<file path="config.mk">
export PLATFORM = sky130hd
export DESIGN_NAME = intel_hex_record_parser_unit_flat
export DESIGN_NICKNAME = d
export VERILOG_FILES = /design/src/rtl/ihex_pkg.sv /design/src/rtl/ihex_if.sv /design/src/rtl/ihex_hex_digit.sv /design/src/rtl/intel_hex_record_parser_unit.sv /design/src/flat_wrapper.sv
export SDC_FILE = /design/constraint.sdc
export NUM_CORES = 1
export LEC_CHECK = 0
export BUFFER_PORTS_ARGS = -buffer_cell sky130_fd_sc_hd__buf_2
export CORE_MARGIN = 3
export CORE_UTILIZATION = 31
export DETAILED_ROUTE_END_ITERATION = 10
export PLACE_DENSITY = 0.52
export SLEW_MARGIN = 0
export SYNTH_ARGS = -nofsm -noshare
export SYNTH_HDL_FRONTEND = slang
export SYNTH_SLANG_ARGS = --single-unit
export TNS_END_PERCENT = 10
</file>
<file path="constraint.sdc">
create_clock -name i_clk -period 6.4 [get_ports i_clk]
set_clock_uncertainty 0.05 [all_clocks]
set_input_delay 1.28 -clock i_clk [delete_from_list [all_inputs] [get_ports i_clk]]
set_output_delay 1.28 -clock i_clk [all_outputs]
set_load 0.005 [all_outputs]
</file>
<file path="src/rtl/ihex_pkg.sv">
// Types and constants of the Intel HEX record parser.
// Used by the interfaces, the digit decoder, the top level and the checker.
`timescale 1ns / 1ps

package ihex_pkg;

    localparam int CFG_INDEX_W = 1;

    localparam logic [CFG_INDEX_W-1:0] REG_START_SEED = 1'b0;
    localparam logic [CFG_INDEX_W-1:0] REG_END_SEED   = 1'b1;

    localparam logic [7:0] CHAR_COLON = 8'h3A;

    typedef enum logic [2:0] {
        K_DATA    = 3'd0,
        K_REC_OK  = 3'd1,
        K_REC_ERR = 3'd2,
        K_FIN_OK  = 3'd3,
        K_FIN_BAD = 3'd4
    } t_kind;

    typedef enum logic [5:0] {
        PH_HUNT = 6'b000001,
        PH_LEN  = 6'b000010,
        PH_ADDR = 6'b000100,
        PH_TYPE = 6'b001000,
        PH_DATA = 6'b010000,
        PH_CSUM = 6'b100000
    } t_phase;

    typedef struct packed {
        logic       is_hex;
        logic [3:0] value;
    } t_hex_digit;

endpackage

</file>
<file path="src/rtl/ihex_if.sv">
// Channel interfaces of the Intel HEX record parser: input, result, config.
// Depends on ihex_pkg for the result kind and register index width.
`timescale 1ns / 1ps

interface ihex_in_if;
    logic       valid;
    logic       ready;
    logic [7:0] char_code;
    logic       end_of_input;

    modport source (output valid, output char_code, output end_of_input, input ready);
    modport sink   (input valid, input char_code, input end_of_input, output ready);
endinterface

interface ihex_out_if;
    logic                valid;
    logic                ready;
    ihex_pkg::t_kind     kind;
    logic [15:0]         write_address;
    logic [7:0]          write_data;
    logic [15:0]         lowest_base;
    logic [16:0]         highest_end;

    modport source (output valid, output kind, output write_address, output write_data,
                    output lowest_base, output highest_end, input ready);
    modport sink   (input valid, input kind, input write_address, input write_data,
                    input lowest_base, input highest_end, output ready);
endinterface

interface ihex_cfg_if;
    logic                             valid;
    logic                             ready;
    logic [ihex_pkg::CFG_INDEX_W-1:0] index;
    logic [16:0]                      data;

    modport source (output valid, output index, output data, input ready);
    modport sink   (input valid, input index, input data, output ready);
endinterface

</file>
<file path="src/rtl/ihex_hex_digit.sv">
// ASCII hex digit decoder: flags 0-9, A-F and a-f and gives the nibble value.
// Depends on ihex_pkg for the decoded digit struct.
`timescale 1ns / 1ps

module ihex_hex_digit (
    input  logic [7:0]           i_char,
    output ihex_pkg::t_hex_digit o_digit
);

    logic [7:0] w_num;
    logic [7:0] w_upper;
    logic [7:0] w_lower;

    assign w_num   = i_char - 8'h30;
    assign w_upper = i_char - 8'h37;
    assign w_lower = i_char - 8'h57;

    always_comb begin
        case (i_char) inside
            [8'h30:8'h39]: begin
                o_digit.is_hex = 1'b1;
                o_digit.value  = w_num[3:0];
            end
            [8'h41:8'h46]: begin
                o_digit.is_hex = 1'b1;
                o_digit.value  = w_upper[3:0];
            end
            [8'h61:8'h66]: begin
                o_digit.is_hex = 1'b1;
                o_digit.value  = w_lower[3:0];
            end
            default: begin
                o_digit.is_hex = 1'b0;
                o_digit.value  = 4'h0;
            end
        endcase
    end

endmodule

</file>
<file path="src/rtl/intel_hex_record_parser_unit.sv">
// Intel HEX record parser, top level. Depends on ihex_pkg, ihex_if, ihex_hex_digit.
// Output: a result is valid in the output register the cycle after its character.
// Throughput: one character per cycle; the input stalls only while a result waits.
// Reset (synchronous, active low) returns to colon hunting, clears all parser
// state, sets start_seed to 1 and end_seed to 0 and loads the trackers from them.
`timescale 1ns / 1ps

module intel_hex_record_parser_unit (
    input  logic i_clk,
    input  logic i_rst_n,
    ihex_in_if.sink    i_in,
    ihex_out_if.source o_out,
    ihex_cfg_if.sink   i_cfg
);

    ihex_pkg::t_phase     r_phase, n_phase;
    logic [2:0]           r_digit_count, n_digit_count;
    logic [15:0]          r_field, n_field;
    logic [7:0]           r_length, n_length;
    logic [7:0]           r_byte_index, n_byte_index;
    logic [15:0]          r_base, n_base;
    logic [16:0]          r_addr_cnt, n_addr_cnt;
    logic [7:0]           r_sum, n_sum;
    logic [15:0]          r_lowest, n_lowest;
    logic [16:0]          r_highest, n_highest;
    logic                 r_halted, n_halted;
    logic [15:0]          r_start_seed;
    logic [16:0]          r_end_seed;

    logic                 r_out_valid;
    ihex_pkg::t_kind      r_out_kind, n_out_kind;
    logic [15:0]          r_out_addr, n_out_addr;
    logic [7:0]           r_out_data, n_out_data;
    logic [15:0]          r_out_lowest, n_out_lowest;
    logic [16:0]          r_out_highest, n_out_highest;
    logic                 n_emit;

    ihex_pkg::t_hex_digit w_digit;
    logic                 w_in_accept;
    logic                 w_cfg_accept;
    logic [15:0]          w_field_shift;
    logic [2:0]           w_count_inc;
    logic [2:0]           w_need;
    logic [7:0]           w_sum_csum;

    ihex_hex_digit u_digit (
        .i_char  (i_in.char_code),
        .o_digit (w_digit)
    );

    assign i_in.ready   = i_rst_n && (!r_out_valid || o_out.ready);
    assign i_cfg.ready  = i_rst_n;
    assign w_in_accept  = i_in.valid && i_in.ready;
    assign w_cfg_accept = i_cfg.valid && i_cfg.ready;

    assign o_out.valid         = r_out_valid;
    assign o_out.kind          = r_out_kind;
    assign o_out.write_address = r_out_addr;
    assign o_out.write_data    = r_out_data;
    assign o_out.lowest_base   = r_out_lowest;
    assign o_out.highest_end   = r_out_highest;

    assign w_field_shift = {r_field[11:0], w_digit.value};
    assign w_count_inc   = r_digit_count + 3'd1;
    assign w_need        = (r_phase == ihex_pkg::PH_ADDR) ? 3'd4 : 3'd2;
    assign w_sum_csum    = r_sum + w_field_shift[7:0];

    always_comb begin
        n_phase       = r_phase;
        n_digit_count = r_digit_count;
        n_field       = r_field;
        n_length      = r_length;
        n_byte_index  = r_byte_index;
        n_base        = r_base;
        n_addr_cnt    = r_addr_cnt;
        n_sum         = r_sum;
        n_lowest      = r_lowest;
        n_highest     = r_highest;
        n_halted      = r_halted;
        n_emit        = 1'b0;
        n_out_kind    = ihex_pkg::K_DATA;
        n_out_addr    = 16'h0000;
        n_out_data    = 8'h00;
        if (w_in_accept) begin
            if (i_in.end_of_input) begin
                n_emit     = 1'b1;
                n_out_kind = (r_halted || r_phase != ihex_pkg::PH_HUNT) ?
                             ihex_pkg::K_FIN_BAD : ihex_pkg::K_FIN_OK;
                n_phase       = ihex_pkg::PH_HUNT;
                n_digit_count = 3'd0;
                n_field       = 16'h0000;
                n_length      = 8'h00;
                n_byte_index  = 8'h00;
                n_base        = 16'h0000;
                n_addr_cnt    = 17'h00000;
                n_sum         = 8'h00;
                n_halted      = 1'b0;
                n_lowest      = r_start_seed;
                n_highest     = r_end_seed;
            end else if (!r_halted) begin
                if (r_phase == ihex_pkg::PH_HUNT) begin
                    if (i_in.char_code == ihex_pkg::CHAR_COLON) begin
                        n_phase       = ihex_pkg::PH_LEN;
                        n_digit_count = 3'd0;
                        n_field       = 16'h0000;
                        n_length      = 8'h00;
                        n_byte_index  = 8'h00;
                        n_base        = 16'h0000;
                        n_addr_cnt    = 17'h00000;
                        n_sum         = 8'h00;
                    end
                end else if (!w_digit.is_hex) begin
                    n_halted   = 1'b1;
                    n_phase    = ihex_pkg::PH_HUNT;
                    n_emit     = 1'b1;
                    n_out_kind = ihex_pkg::K_REC_ERR;
                    n_out_addr = r_base;
                end else if (w_count_inc != w_need) begin
                    n_field       = w_field_shift;
                    n_digit_count = w_count_inc;
                end else begin
                    n_field       = 16'h0000;
                    n_digit_count = 3'd0;
                    case (r_phase)
                        ihex_pkg::PH_LEN: begin
                            n_length = w_field_shift[7:0];
                            n_sum    = r_sum + w_field_shift[7:0];
                            n_phase  = ihex_pkg::PH_ADDR;
                        end
                        ihex_pkg::PH_ADDR: begin
                            n_base     = w_field_shift;
                            n_addr_cnt = {1'b0, w_field_shift};
                            n_sum      = r_sum + w_field_shift[15:8] + w_field_shift[7:0];
                            n_phase    = ihex_pkg::PH_TYPE;
                        end
                        ihex_pkg::PH_TYPE: begin
                            n_sum        = r_sum + w_field_shift[7:0];
                            n_byte_index = 8'h00;
                            if (w_field_shift[7:0] != 8'h00) begin
                                n_phase = ihex_pkg::PH_HUNT;
                            end else if (r_length != 8'h00) begin
                                n_phase = ihex_pkg::PH_DATA;
                            end else begin
                                n_phase = ihex_pkg::PH_CSUM;
                            end
                        end
                        ihex_pkg::PH_DATA: begin
                            n_sum        = r_sum + w_field_shift[7:0];
                            n_addr_cnt   = r_addr_cnt + 17'd1;
                            n_byte_index = r_byte_index + 8'd1;
                            if (n_byte_index == r_length) begin
                                n_phase = ihex_pkg::PH_CSUM;
                            end
                            n_emit     = 1'b1;
                            n_out_kind = ihex_pkg::K_DATA;
                            n_out_addr = r_addr_cnt[15:0];
                            n_out_data = w_field_shift[7:0];
                        end
                        ihex_pkg::PH_CSUM: begin
                            n_sum      = w_sum_csum;
                            n_phase    = ihex_pkg::PH_HUNT;
                            n_emit     = 1'b1;
                            n_out_addr = r_base;
                            if (w_sum_csum != 8'h00) begin
                                n_halted   = 1'b1;
                                n_out_kind = ihex_pkg::K_REC_ERR;
                            end else begin
                                n_out_kind = ihex_pkg::K_REC_OK;
                                if (r_lowest > r_base) begin
                                    n_lowest = r_base;
                                end
                                if (r_highest < r_addr_cnt) begin
                                    n_highest = r_addr_cnt;
                                end
                            end
                        end
                        default: begin
                            n_phase = ihex_pkg::PH_HUNT;
                        end
                    endcase
                end
            end
        end
        n_out_lowest  = (w_in_accept && i_in.end_of_input) ? r_lowest  : n_lowest;
        n_out_highest = (w_in_accept && i_in.end_of_input) ? r_highest : n_highest;
        if (w_cfg_accept) begin
            case (i_cfg.index)
                ihex_pkg::REG_START_SEED: begin
                    n_lowest = i_cfg.data[15:0];
                end
                ihex_pkg::REG_END_SEED: begin
                    n_highest = i_cfg.data;
                end
                default: begin
                    n_lowest = n_lowest;
                end
            endcase
        end
    end

    always_ff @(posedge i_clk) begin
        if (!i_rst_n) begin
            r_phase       <= ihex_pkg::PH_HUNT;
            r_digit_count <= 3'd0;
            r_field       <= 16'h0000;
            r_length      <= 8'h00;
            r_byte_index  <= 8'h00;
            r_base        <= 16'h0000;
            r_addr_cnt    <= 17'h00000;
            r_sum         <= 8'h00;
            r_halted      <= 1'b0;
            r_start_seed  <= 16'h0001;
            r_end_seed    <= 17'h00000;
            r_lowest      <= 16'h0001;
            r_highest     <= 17'h00000;
            r_out_valid   <= 1'b0;
        end else begin
            r_phase       <= n_phase;
            r_digit_count <= n_digit_count;
            r_field       <= n_field;
            r_length      <= n_length;
            r_byte_index  <= n_byte_index;
            r_base        <= n_base;
            r_addr_cnt    <= n_addr_cnt;
            r_sum         <= n_sum;
            r_halted      <= n_halted;
            r_lowest      <= n_lowest;
            r_highest     <= n_highest;
            if (w_in_accept) begin
                r_out_valid <= n_emit;
            end else if (o_out.ready) begin
                r_out_valid <= 1'b0;
            end
            if (w_cfg_accept) begin
                case (i_cfg.index)
                    ihex_pkg::REG_START_SEED: begin
                        r_start_seed <= i_cfg.data[15:0];
                    end
                    ihex_pkg::REG_END_SEED: begin
                        r_end_seed <= i_cfg.data;
                    end
                    default: begin
                        r_start_seed <= r_start_seed;
                    end
                endcase
            end
        end
    end

    always_ff @(posedge i_clk) begin
        if (w_in_accept && n_emit) begin
            r_out_kind    <= n_out_kind;
            r_out_addr    <= n_out_addr;
            r_out_data    <= n_out_data;
            r_out_lowest  <= n_out_lowest;
            r_out_highest <= n_out_highest;
        end
    end

endmodule

</file>
<file path="src/flat_wrapper.sv">
// flat-port wrapper written by rule: the top's interface ports become plain ports
module intel_hex_record_parser_unit_flat 
  (i_clk, i_rst_n, i_in_valid, i_in_char_code, i_in_end_of_input, i_in_ready, o_out_valid, o_out_kind, o_out_write_address, o_out_write_data, o_out_lowest_base, o_out_highest_end, o_out_ready, i_cfg_valid, i_cfg_index, i_cfg_data, i_cfg_ready);
  ihex_in_if i_in_i ();
  ihex_out_if o_out_i ();
  ihex_cfg_if i_cfg_i ();
  input  logic i_clk;
  input  logic i_rst_n;
  input wire logic [$bits(i_in_i.valid)-1:0] i_in_valid;
  input wire logic [$bits(i_in_i.char_code)-1:0] i_in_char_code;
  input wire logic [$bits(i_in_i.end_of_input)-1:0] i_in_end_of_input;
  output wire logic [$bits(i_in_i.ready)-1:0] i_in_ready;
  output wire logic [$bits(o_out_i.valid)-1:0] o_out_valid;
  output wire logic [$bits(o_out_i.kind)-1:0] o_out_kind;
  output wire logic [$bits(o_out_i.write_address)-1:0] o_out_write_address;
  output wire logic [$bits(o_out_i.write_data)-1:0] o_out_write_data;
  output wire logic [$bits(o_out_i.lowest_base)-1:0] o_out_lowest_base;
  output wire logic [$bits(o_out_i.highest_end)-1:0] o_out_highest_end;
  input wire logic [$bits(o_out_i.ready)-1:0] o_out_ready;
  input wire logic [$bits(i_cfg_i.valid)-1:0] i_cfg_valid;
  input wire logic [$bits(i_cfg_i.index)-1:0] i_cfg_index;
  input wire logic [$bits(i_cfg_i.data)-1:0] i_cfg_data;
  output wire logic [$bits(i_cfg_i.ready)-1:0] i_cfg_ready;
  assign i_in_i.valid = i_in_valid;
  assign i_in_i.char_code = i_in_char_code;
  assign i_in_i.end_of_input = i_in_end_of_input;
  assign i_in_ready = i_in_i.ready;
  assign o_out_valid = o_out_i.valid;
  assign o_out_kind = o_out_i.kind;
  assign o_out_write_address = o_out_i.write_address;
  assign o_out_write_data = o_out_i.write_data;
  assign o_out_lowest_base = o_out_i.lowest_base;
  assign o_out_highest_end = o_out_i.highest_end;
  assign o_out_i.ready = o_out_ready;
  assign i_cfg_i.valid = i_cfg_valid;
  assign i_cfg_i.index = i_cfg_index;
  assign i_cfg_i.data = i_cfg_data;
  assign i_cfg_ready = i_cfg_i.ready;
  intel_hex_record_parser_unit u_core (.i_clk(i_clk), .i_rst_n(i_rst_n), .i_in(i_in_i), .o_out(o_out_i), .i_cfg(i_cfg_i));
endmodule
</file>
==> results of run 1 <==
final cells by class:
| cell class | instances | area, sq um |
|---|---|---|
| clock buffers | 31 | 690.7 |
| clock inverters | 15 | 165.2 |
| fillers | 3830 | 23490 |
| inverters | 66 | 247.7 |
| multi-input cells | 1002 | 6426 |
| flip-flops and latches | 206 | 4725 |
| well taps | 504 | 630.6 |
| repair buffers | 119 | 670.6 |
stage by stage:
step	worst slack, ns	power (W)	area, sq um	hold slack (ns)
finish	1.139	0.003302	13560	0.4025
global route	0.7662	0.003422	13560	0.4228
CTS	1.130	0.003325	13560	0.4025
detailed placement	0.5625	0.001829	12700	0.3900
global placement	0.6811	0.001823	12700	0.3842
floorplan	0.8271	0.001692	11770	0.3758
worst max-delay path by stage:
stage | from | end | slack (ns)
after floorplan | i_in_char_code[0] | u_core.o_out.highest_end[0] | 0.83
after global placement | i_in_char_code[0] | u_core.r_lowest[4] | 0.68
after detailed placement | i_in_char_code[0] | u_core.r_lowest[5] | 0.56
after CTS | i_in_char_code[0] | u_core.r_lowest[5] | 1.13
after global routing | i_in_char_code[0] | u_core.r_highest[3] | 0.77
final | i_in_char_code[0] | u_core.r_lowest[5] | 1.14
power groups by stage:
| stage | Combinational (W) | Sequential, W | Clock [W] |
|---|---|---|---|
| floorplan | 0.000243 | 0.00145 | 0 |
| global route | 0.000408 | 0.00144 | 0.00157 |
| detailed placement | 0.000364 | 0.00147 | 0 |
| finish | 0.000366 | 0.00144 | 0.00150 |
| global placement | 0.000358 | 0.00146 | 0 |
| CTS | 0.000365 | 0.00144 | 0.00152 |
metal layers:
| layer | part of all wire (%) | track usage, % | up-vias |
|---|---|---|---|
| met5 | 0 | 0 | - |
| met4 | 1.8 | 3.814 | 0 |
| met3 | 6.6 | 3.243 | 49 |
| met2 | 45 | 29.88 | 323 |
| met1 | 47 | 27.10 | 5125 |
| li1 | - | - | 5073 |
critical path, stage by stage:
cell      delay, ns
buf_2          0.13
inv_1          0.11
ha_1           0.18
o21bai_1       0.08
a21oi_1        0.40
nor2_1         0.19
nor2_1         0.18
ha_1           0.21
inv_1          0.07
fa_1           0.42
xnor2_1        0.16
or3b_2         0.45
nor4_1         0.34
buf_4          0.22
and4_1         0.18
buf_4          0.30
mux2_2         0.39
o41ai_1        0.35
registers in the layout, summed over array words and instances (netlist names), 12 cells and up:
name                        cells
u_core.r_end_seed              17
u_core.o_out.highest_end       17
u_core.r_start_seed            16
u_core.o_out.lowest_base       16
u_core.r_addr_cnt              17
u_core.r_highest               17
u_core.o_out.write_address     16
u_core.r_lowest                16
u_core.r_base                  16
u_core.r_field                 12
cells by family after synthesis:
group	synth area share, %
AOI/OAI and AO/OA	22.23
xor gates and xnor gates	1.562
adders and majority gates	7.058
buffers and inverters	5.421
DFF	40.14
muxes	4.507
and+or+nand+nor	19.09
synthesized netlist by cell type (7+ instances only):
cell	instances	area, sq um
and3_1	9	56.30
ha_1	52	650.6
fa_1	9	180.2
o41ai_1	9	78.83
dfxtp_1	146	2923
o211ai_1	7	52.55
mux2_1	10	112.6
clkbuf_1	65	244.0
nand4_1	10	62.56
a31o_2	20	175.2
edfxtp_1	60	1802
nor3_1	55	275.3
nand2_1	153	574.3
inv_1	66	247.7
mux2_2	14	157.7
o21a_1	7	52.55
or3_1	12	75.07
nand3_1	41	205.2
and2_1	11	68.82
nor4_1	11	68.82
buf_2	9	45.04
mux2_4	8	120.1
o21ai_0	64	320.3
mux2i_1	14	140.1
o41ai_2	8	130.1
a21oi_1	143	715.7
nor2_1	141	529.3
a21o_1	10	75.07
xnor2_1	17	148.9
a22oi_1	49	367.9
a31oi_1	9	56.30
or2_2	7	43.79
a211oi_1	9	67.56
placed cells by master (no fill, tap or decap), types with 11 or more instances in the layout:
cell	netlist	routed
nor2_1	141	140
nor3_1	55	55
and2_1	11	11
clkbuf_16	0	27
buf_4	4	24
dfxtp_1	146	146
inv_1	66	65
nand2_1	153	153
nor4_1	11	11
mux2i_1	14	14
a31o_2	20	20
nand3_1	41	41
mux2_2	14	14
xnor2_1	17	17
buf_2	9	94
o21ai_0	64	64
a21oi_1	143	142
a22oi_1	49	49
or3_1	12	12
ha_1	52	52
edfxtp_1	60	60
==> flow_metrics.env, run 1 <==
export IMPL_p_int_w=0.002419
export IMPL_fin_util_pct=36.59
export IMPL_cts_root_buf="clkbuf_16"
export IMPL_leakage_nw=5.048
export IMPL_hpwl_microns=28120
export IMPL_max_slew_margin_pct=22.84
export IMPL_combPwrFrac_pct=11.1
export IMPL_r2r_start="u_core.r_phase[1]"
export IMPL_hold_path_class="reg -> reg"
export IMPL_outcome="complete, no violations"
export IMPL_worstPathRequired_ns=6.79
export IMPL_setup_viol=0
export IMPL_num_antenna_cells=0
export IMPL_wl_per_cell_microns=20.37
export IMPL_cts_repair_resized=0
export IMPL_path_clk_slew_ns=0.06
export IMPL_syn_to_final_growth_pct=15.16
export IMPL_row_count=70
export IMPL_io_pin_count=95
export IMPL_ys_seq_area_share_pct=40.14
export IMPL_cts_buffer_depth=3
export IMPL_syn_area_per_cell_sq_um=8.649
export IMPL_grt_max_degree=52
export IMPL_cp_end_kind="register"
export IMPL_power_share_sequential_pct=43.5
export IMPL_hp_start="u_core.r_end_seed[11]"
export IMPL_tns_ns=0
export IMPL_dieArea_sq_um=40350
export IMPL_core_area_sq_um=37050
export IMPL_worstSetupStartpointType="primary input"
export IMPL_syn_area_sq_um=11770
export IMPL_crit_fanout=17
export IMPL_hold_end="u_core.r_end_seed[11]"
export IMPL_crit_type="in -> reg"
export IMPL_syn_num_nets=1454
export IMPL_drc=0
export IMPL_vias=10570
export IMPL_ant_nets=0
export IMPL_reg2reg_slack_ns=2.26
export IMPL_grt_pass1_wl_microns=60920
export IMPL_cts_tree="done"
export IMPL_drtPass1Iterations=5
export IMPL_ir_worst_vdd_v=0.0001812
export IMPL_clock_latency_ns=0.55
export IMPL_routed_wl_microns=39580
export IMPL_grt_antenna_before_repair=0
export IMPL_synth_edf_count=60
export IMPL_finalCritPeriodShare_pct=82.20
export IMPL_synthArstFlopShare_pct=0
export IMPL_finalNonFillerCells=1943
export IMPL_portBuffers=94
export IMPL_dp_cells=1897
export IMPL_grt_pass1_vias=10010
export IMPL_postCtsHoldBufs=0
export IMPL_switching_share_pct=26.75
export IMPL_yosysWarnings=0
export IMPL_min_period_ns=5.261
export IMPL_cts_sinks=206
export IMPL_vias_per_cell=5.440
export IMPL_max_freq_mhz=190.1
export IMPL_final_layout_size_suffix_gt1_share_pct=15.98
export IMPL_start_util_pct=31.77
export IMPL_rr_worst_depth=7
export IMPL_fp_dieH_microns=200.9
export IMPL_switchingPower_w=0.0008832
export IMPL_grt_use_total_pct=18.86
export IMPL_post_cts_buffers=0
export IMPL_drv_slew=0
export IMPL_chipWidth_microns=200.9
export IMPL_arrival_ns=5.65
export IMPL_synth_flop_cell="dfxtp_1"
export IMPL_power_density_nw_per_um2=243.6
export IMPL_hold_viol_final=0
export IMPL_cts_buffers=25
export IMPL_clock_power_share_pct=45.4
export IMPL_holdPathStages=2
export IMPL_overflow=0
export IMPL_worstMarginPinSlew_ns=1.152
export IMPL_maxCapViolations=0
export IMPL_ys_seq_elements=206
export IMPL_rsz0062_at_grt="no"
export IMPL_reg2reg_to="u_core.r_byte_index[4]"
export IMPL_syn_inst=1361
export IMPL_nNetsFinal=1513
export IMPL_first_iter_violations=908
export IMPL_place_gp_congestion=0.8820
export IMPL_yosysUniqueCellTypes=79
export IMPL_htree_levels=1
(Power assumes the default switching activity.)
==> run 2, diff against run 1 <==
--- a/config.mk
+++ b/config.mk
@@ -5,11 +5,12 @@
 export SDC_FILE = /design/constraint.sdc
 export NUM_CORES = 1
 export LEC_CHECK = 0
+export ABC_AREA = 1
 export BUFFER_PORTS_ARGS = -buffer_cell sky130_fd_sc_hd__buf_2
 export CORE_MARGIN = 3
 export CORE_UTILIZATION = 31
 export DETAILED_ROUTE_END_ITERATION = 10
-export PLACE_DENSITY = 0.52
+export PLACE_DENSITY = 0.53
 export SLEW_MARGIN = 0
 export SYNTH_ARGS = -nofsm -noshare
 export SYNTH_HDL_FRONTEND = slang
==> constraint.sdc (replaced) <==
create_clock -name i_clk -period 4.5 [get_ports i_clk]
set_clock_uncertainty 0.05 [all_clocks]
set_input_delay 0.9 -clock i_clk [delete_from_list [all_inputs] [get_ports i_clk]]
set_output_delay 0.9 -clock i_clk [all_outputs]
set_load 0.005 [all_outputs]
==> run 2 against run 1 <==
  * Routed wire length is 6.5% lower
  * Worst setup slack worse by 0.64 ns
  * Hold slack better by 0.0099 ns
  * Synthesized cell count is 16% higher
  * Sequential power is 47% higher
  * Largest power group unchanged
==> flow_metrics.env, run 2 <==
export IMPL_cts_root_buf="clkbuf_16"
export IMPL_chipWidth_microns=201.7
export IMPL_io_pin_count=95
export IMPL_dieArea_sq_um=40700
export IMPL_synth_flop_cell="dfxtp_1"
export IMPL_outcome="complete, no violations"
export IMPL_hpwl_microns=27190
export IMPL_cp_slowest_cell="fa_1"
export IMPL_clock_latency_ns=0.55
export IMPL_post_cts_buffers=0
export IMPL_num_antenna_cells=0
export IMPL_fill_cells=3932
export IMPL_holdPathStages=2
export IMPL_wl_per_cell_microns=16.90
export IMPL_stdcell_area_sq_um=13800
export IMPL_grt_use_total_pct=17.76
export IMPL_synth_compound_area_share_pct=17.63
export IMPL_cpPeakStageDelay_ns=0.53
export IMPL_leakage_nw=5.806
export IMPL_ant_nets=0
export IMPL_cts_sinks=206
export IMPL_ir_worst_vdd_v=0.0002631
export IMPL_synth_top_area_cell="dfxtp_1"
export IMPL_syn_num_nets=1668
export IMPL_muxShareOfSynthArea_pct=0
export IMPL_yosysUniqueCellTypes=52
export IMPL_vias=10840
export IMPL_grt_pass1_wl_microns=58390
export IMPL_syn_to_final_growth_pct=16.18
export IMPL_core_area_sq_um=37760
export IMPL_rsz0062_at_grt="no"
export IMPL_path_clk_slew_ns=0.06
export IMPL_cp_end_kind="register"
export IMPL_vias_per_cell=4.948
export IMPL_postCtsHoldBufs=0
export IMPL_grt_antenna_before_repair=0
export IMPL_synth_area_leaders="dfxtp_1 25%, edfxtp_1 15%, nand2_1 12%, a21oi_1 6.7%, ha_1 5.5%"
export IMPL_hp_start="u_core.r_end_seed[1]"
export IMPL_nNetsFinal=1754
export IMPL_syn_area_sq_um=11880
export IMPL_r2r_start="u_core.o_out.valid"
export IMPL_syn_inst=1575
export IMPL_crit_type="in -> reg"
export IMPL_crit_fanout=19
export IMPL_start_util_pct=31.46
export IMPL_synth_xor_area_share_pct=1.401
export IMPL_cts_buffers=25
export IMPL_critPathTopFamily="simple AND/OR/NAND/NOR gates"
export IMPL_layout_commonest_cell="nand2_1"
export IMPL_synth_cells_most_frequent="392 x nand2_1, 171 x inv_1, 159 x a21oi_1, 146 x dfxtp_1, 115 x nand3_1"
export IMPL_drtPass1Iterations=6
export IMPL_rr_worst_depth=8
export IMPL_portBuffers=94
export IMPL_drc=0
export IMPL_worstMarginPinSlew_ns=1.069
export IMPL_final_layout_size_suffix_gt1_share_pct=14.23
export IMPL_cts_buffer_depth=3
export IMPL_power_density_nw_per_um2=374.3
export IMPL_max_freq_mhz=250.1
export IMPL_overflow=0
export IMPL_reg2reg_to="u_core.o_out.write_address[12]"
export IMPL_reg2reg_slack_ns=1.43
export IMPL_cp_buffers_inverters=6
export IMPL_synthArstFlopShare_pct=0
export IMPL_hold_path_class="reg -> reg"
export IMPL_drv_slew=0
export IMPL_finalCritPeriodShare_pct=88.85
export IMPL_grt_max_degree=71
export IMPL_place_gp_congestion=0.8681
export IMPL_synthAdderAreaFrac_pct=6.995
export IMPL_final_cell_mix="392 x nand2_1, 169 x inv_1, 159 x a21oi_1, 146 x dfxtp_1, 115 x nand3_1"
export IMPL_synth_edf_count=60
export IMPL_ys_seq_elements=206
export IMPL_grt_pass1_vias=10370
export IMPL_place_area_sq_um=12910
export IMPL_hold_viol_final=0
export IMPL_routed_wl_microns=37020
export IMPL_maxCapViolations=0
export IMPL_hold_end="u_core.r_end_seed[1]"
export IMPL_ys_seq_area_share_pct=39.78
export IMPL_yosysTopAreaCellShare_pct=24.61
export IMPL_critPathMostFrequentCell="nand2_1"
export IMPL_synth_top_family_by_area="simple AND/OR/NAND/NOR gates"
export IMPL_syn_area_per_cell_sq_um=7.541
export IMPL_yosysWarnings=0
export IMPL_max_slew_margin_pct=28.68
export IMPL_first_iter_violations=835
export IMPL_cts_tree="done"
export IMPL_min_period_ns=3.998
export IMPL_worstSetupStartpointType="primary input"
export IMPL_htree_levels=1
export IMPL_arrival_ns=4.20
export IMPL_cts_repair_resized=0
export IMPL_synth_simple_gate_area_share_pct=25.33
export IMPL_worstPathRequired_ns=4.70
export IMPL_row_count=71
export IMPL_tns_ns=0
export IMPL_setup_viol=0
export IMPL_yosysMostFrequentCell="nand2_1"
export IMPL_fp_dieH_microns=201.7
run 2: cell count changes in the layout (fill, tap and decap cells not counted), moves of 24 or more:
cell,delta
nand2_1,+239
nand3_1,+74
o21ai_0,+24
nor3_1,-44
inv_1,+104
nor2_1,-41
run 2: worst max path at each step:
| stage | slack, ns | from | cells past startpoint | endpoint |
|---|---|---|---|---|
| 2_1_floorplan | 0.39 | i_in_char_code[0] | 23 | u_core.o_out.highest_end[4] |
| 3_3_place_gp | -0.009 | i_in_char_code[0] | 24 | u_core.o_out.highest_end[0] |
| 3_5_place_dp | -0.009 | i_in_char_code[0] | 24 | u_core.o_out.highest_end[0] |
| 4_1_cts | 0.54 | i_in_char_code[0] | 26 | u_core.o_out.highest_end[0] |
| 5_1_grt | 0.13 | i_in_char_code[0] | 26 | u_core.o_out.highest_end[0] |
| 6_report | 0.50 | i_in_char_code[0] | 25 | u_core.o_out.highest_end[0] |
run 2: cells by family after synthesis:
family,count (synthesis)
DFF,206
and+or+nand+nor,679
AOI/OAI and AO/OA,357
adders and majority gates,61
xor gates and xnor gates,19
buffers and inverters,253
run 2: final cells by class:
cell class	count	area (sq um)	share of cell area, %
sequential	206	4725	34.24
multi-input combinational	1116	6103	44.23
timing repair buffer	127	743.2	5.386
clock inverter	10	167.7	1.215
clock buffer	36	718.2	5.204
inverter	185	703.2	5.096
tap	511	639.4	4.633
run 2: where the power goes:
group / switching (W) / internal [W]
logic: 0.000598 / 0.000286
clock network: 0.000832 / 0.00134
registers: 0.0000724 / 0.00203
total: 0.00150 / 0.00366
run 2: worst reg2reg max path: cells and delay by family (launching register included):
family | cells | cell delay (ns)
simple gates | 4 | 1.11
compound gates | 2 | 0.77
buf+inv | 2 | 0.53
flops | 1 | 0.39
run 2: metrics by stage:
step                      cells  util, %  power [W]  setup WS (ns)  hold slack, ns
after global placement     2145    34.20   0.003021      -0.009454          0.3954
after CTS                  2191    36.55   0.005210         0.5415          0.4123
final                      2191    36.55   0.005165         0.5018          0.4124
after floorplan            1575        -   0.002704         0.3880          0.3771
after detailed placement   2145    34.20   0.003023      -0.008970          0.4030
after global routing       2191    36.55   0.005395         0.1305          0.4260
run 2: routing by layer:
layer	wire, microns	global-route usage, %	vias to the layer above	part of all wire (%)
met1	16770	23.69	5087	45
met2	17620	30.49	253	48
met5	0	0	-	0
li1	-	-	5442	-
met4	932	4.784	0	2.5
met3	1696	2.200	58	4.6
==> run 3, diff against run 2 <==
--- a/config.mk
+++ b/config.mk
@@ -8,9 +8,9 @@
 export ABC_AREA = 1
 export BUFFER_PORTS_ARGS = -buffer_cell sky130_fd_sc_hd__buf_2
 export CORE_MARGIN = 3
-export CORE_UTILIZATION = 31
+export CORE_UTILIZATION = 40
 export DETAILED_ROUTE_END_ITERATION = 10
-export PLACE_DENSITY = 0.53
+export PLACE_DENSITY = 0.64
 export SLEW_MARGIN = 0
 export SYNTH_ARGS = -nofsm -noshare
 export SYNTH_HDL_FRONTEND = slang
==> run 3 against run 2 <==
  * Combinational power down 1%
  * Maximum frequency increased by 0.42%
  * Count of clock-buffer cells in the layout decreased by 6
  * Power decreased by 4.5%
  * Critical path type unchanged
  * Largest cell class unchanged
  * Largest power group is now sequential cells
  * Highest routed layer unchanged
==> flow_metrics.env, run 3 (synthesized netlist as in run 2, its figures left out) <==
export IMPL_ir_worst_vdd_v=0.0002782
export IMPL_cts_sinks=206
export IMPL_power_density_nw_per_um2=365.1
export IMPL_leakage_nw=5.733
export IMPL_row_count=62
export IMPL_worstMarginPinSlew_ns=1.035
export IMPL_grt_pass1_wl_microns=56860
export IMPL_power_share_sequential_pct=42.6
export IMPL_cts_buffer_depth=3
export IMPL_htree_levels=1
export IMPL_place_gp_congestion=0.8863
export IMPL_combPwrFrac_pct=17.7
export IMPL_core_area_sq_um=29010
export IMPL_rsz0062_at_grt="no"
export IMPL_hpwl_microns=25400
export IMPL_max_freq_mhz=251.2
export IMPL_cts_tree="done"
export IMPL_ant_nets=0
export IMPL_cpPeakStageDelay_ns=0.40
export IMPL_hold_path_class="reg -> reg"
export IMPL_postCtsHoldBufs=0
export IMPL_crit_fanout=22
export IMPL_max_slew_margin_pct=30.94
export IMPL_nNetsFinal=1748
export IMPL_final_layout_size_suffix_gt1_share_pct=13.81
export IMPL_vias=11070
export IMPL_syn_to_final_growth_pct=13.76
export IMPL_post_cts_buffers=0
export IMPL_min_period_ns=3.982
export IMPL_wl_per_cell_microns=17.34
export IMPL_stdcell_area_sq_um=13510
export IMPL_chipWidth_microns=178.3
export IMPL_outcome="complete, no violations"
export IMPL_clock_latency_ns=0.54
export IMPL_worstSetupStartpointType="primary input"
export IMPL_post_place_ws_ns=-0.002068
export IMPL_vias_per_cell=5.384
export IMPL_maxCapViolations=0
export IMPL_io_pin_count=95
export IMPL_cp_slowest_cell="fa_1"
export IMPL_grt_use_total_pct=22.35
export IMPL_start_util_pct=40.94
export IMPL_p_int_w=0.003469
export IMPL_path_clk_slew_ns=0.06
export IMPL_switchingPower_w=0.001464
export IMPL_switching_share_pct=29.68
export IMPL_cts_buffers=24
export IMPL_fill_cells=2926
export IMPL_drtPass1Iterations=5
export IMPL_layout_setup_ws_ns=0.5184
export IMPL_dieArea_sq_um=31800
export IMPL_drc=0
export IMPL_drv_slew=0
export IMPL_layout_commonest_cell="nand2_1"
export IMPL_hold_viol_final=0
export IMPL_grt_max_degree=77
export IMPL_arrival_ns=4.21
export IMPL_num_antenna_cells=0
export IMPL_crit_type="in -> reg"
export IMPL_grt_antenna_before_repair=0
export IMPL_cts_repair_resized=0
export IMPL_grt_pass1_vias=10570
export IMPL_whs_ns=0.4065
export IMPL_first_iter_violations=1072
export IMPL_finalCritPeriodShare_pct=88.48
export IMPL_fp_dieH_microns=178.3
export IMPL_portBuffers=94
export IMPL_worstPathRequired_ns=4.73
export IMPL_cp_end_kind="register"
export IMPL_setup_viol=0
export IMPL_critPathMostFrequentCell="nand2_1"
export IMPL_clock_power_share_pct=39.7
export IMPL_routed_wl_microns=35670
export IMPL_final_cell_mix="392 x nand2_1, 169 x inv_1, 159 x a21oi_1, 146 x dfxtp_1, 115 x nand3_1"
export IMPL_cts_root_buf="clkbuf_16"
export IMPL_place_area_sq_um=12730
export IMPL_overflow=0
-- run 3: cell types whose count changed in the layout (fill, tap and decap cells not counted), sizes merged --
cell      change
clkbuf        -6
clkinv        +5
buf           -5
bufinv        -1
inv           -1
clkinvlp      +1
-- run 3: per-layer routing --
metal / vias to the layer above / global-route usage [%] / wire, microns
li1: 5433 / - / -
met1: 5158 / 29.60 / 15410
met2: 402 / 37.32 / 16440
met3: 81 / 2.320 / 2173
met4: 0 / 9.091 / 1647
met5: - / 0 / 0
-- run 3: cell type report --
type                            instances  area [sq um]  area share [%]
Clock buffer                           30         623.1           4.612
Clock inverter                         14         158.9           1.176
Inverter                              185         703.2           5.204
Multi-Input combinational cell       1116          6103           45.17
Sequential cell                       206          4725           34.97
Tap cell                              384         480.5           3.556
Timing Repair Buffer                  122         718.2           5.315
-- run 3: power groups by stage --
stage	clock network [W]	registers [W]	logic, W
final	0.00196	0.00210	0.000871
after global routing	0.00207	0.00211	0.000972
after CTS	0.00199	0.00210	0.000869
after detailed placement	0	0.00214	0.000863
after global placement	0	0.00214	0.000854
after floorplan	0	0.00213	0.000573
-- run 3: critical path: cells and delay by family --
family	cells	cell delay (ns)
AND/OR/NAND/NOR	13	1.18
buffers and inverters	7	0.79
adder cells (fa/ha/maj)	3	0.79
AO/OA/AOI/OAI	2	0.30
XOR/XNOR	1	0.20
-- run 3: path summary, 6_finish.rpt --
| check | from | endpoint | slack [ns] | cells after the start |
|---|---|---|---|---|
| hold / removal | u_core.r_field[6] | u_core.r_addr_cnt[10] | 0.41 | 2 |
| hold reg to reg | u_core.r_field[6] | u_core.r_addr_cnt[10] | 0.41 | 2 |
| setup reg to reg | u_core.r_sum[0] | u_core.o_out.lowest_base[10] | 1.75 | 17 |
| setup / recovery | i_in_char_code[0] | u_core.o_out.lowest_base[10] | 0.52 | 26 |
-- run 3: per-stage QoR --
| stage | setup TNS, ns | cells | total power (W) | util (%) |
|---|---|---|---|---|
| 6_report | 0 | 2057 | 0.004933 | 46.57 |
| 3_5_place_dp | -0.002068 | 2013 | 0.003004 | 43.88 |
| 3_3_place_gp | 0 | 2013 | 0.002995 | 43.88 |
| 5_1_grt | 0 | 2057 | 0.005158 | 46.57 |
| 4_1_cts | 0 | 2057 | 0.004959 | 46.57 |
| 2_1_floorplan | 0 | 1575 | 0.002704 | - |
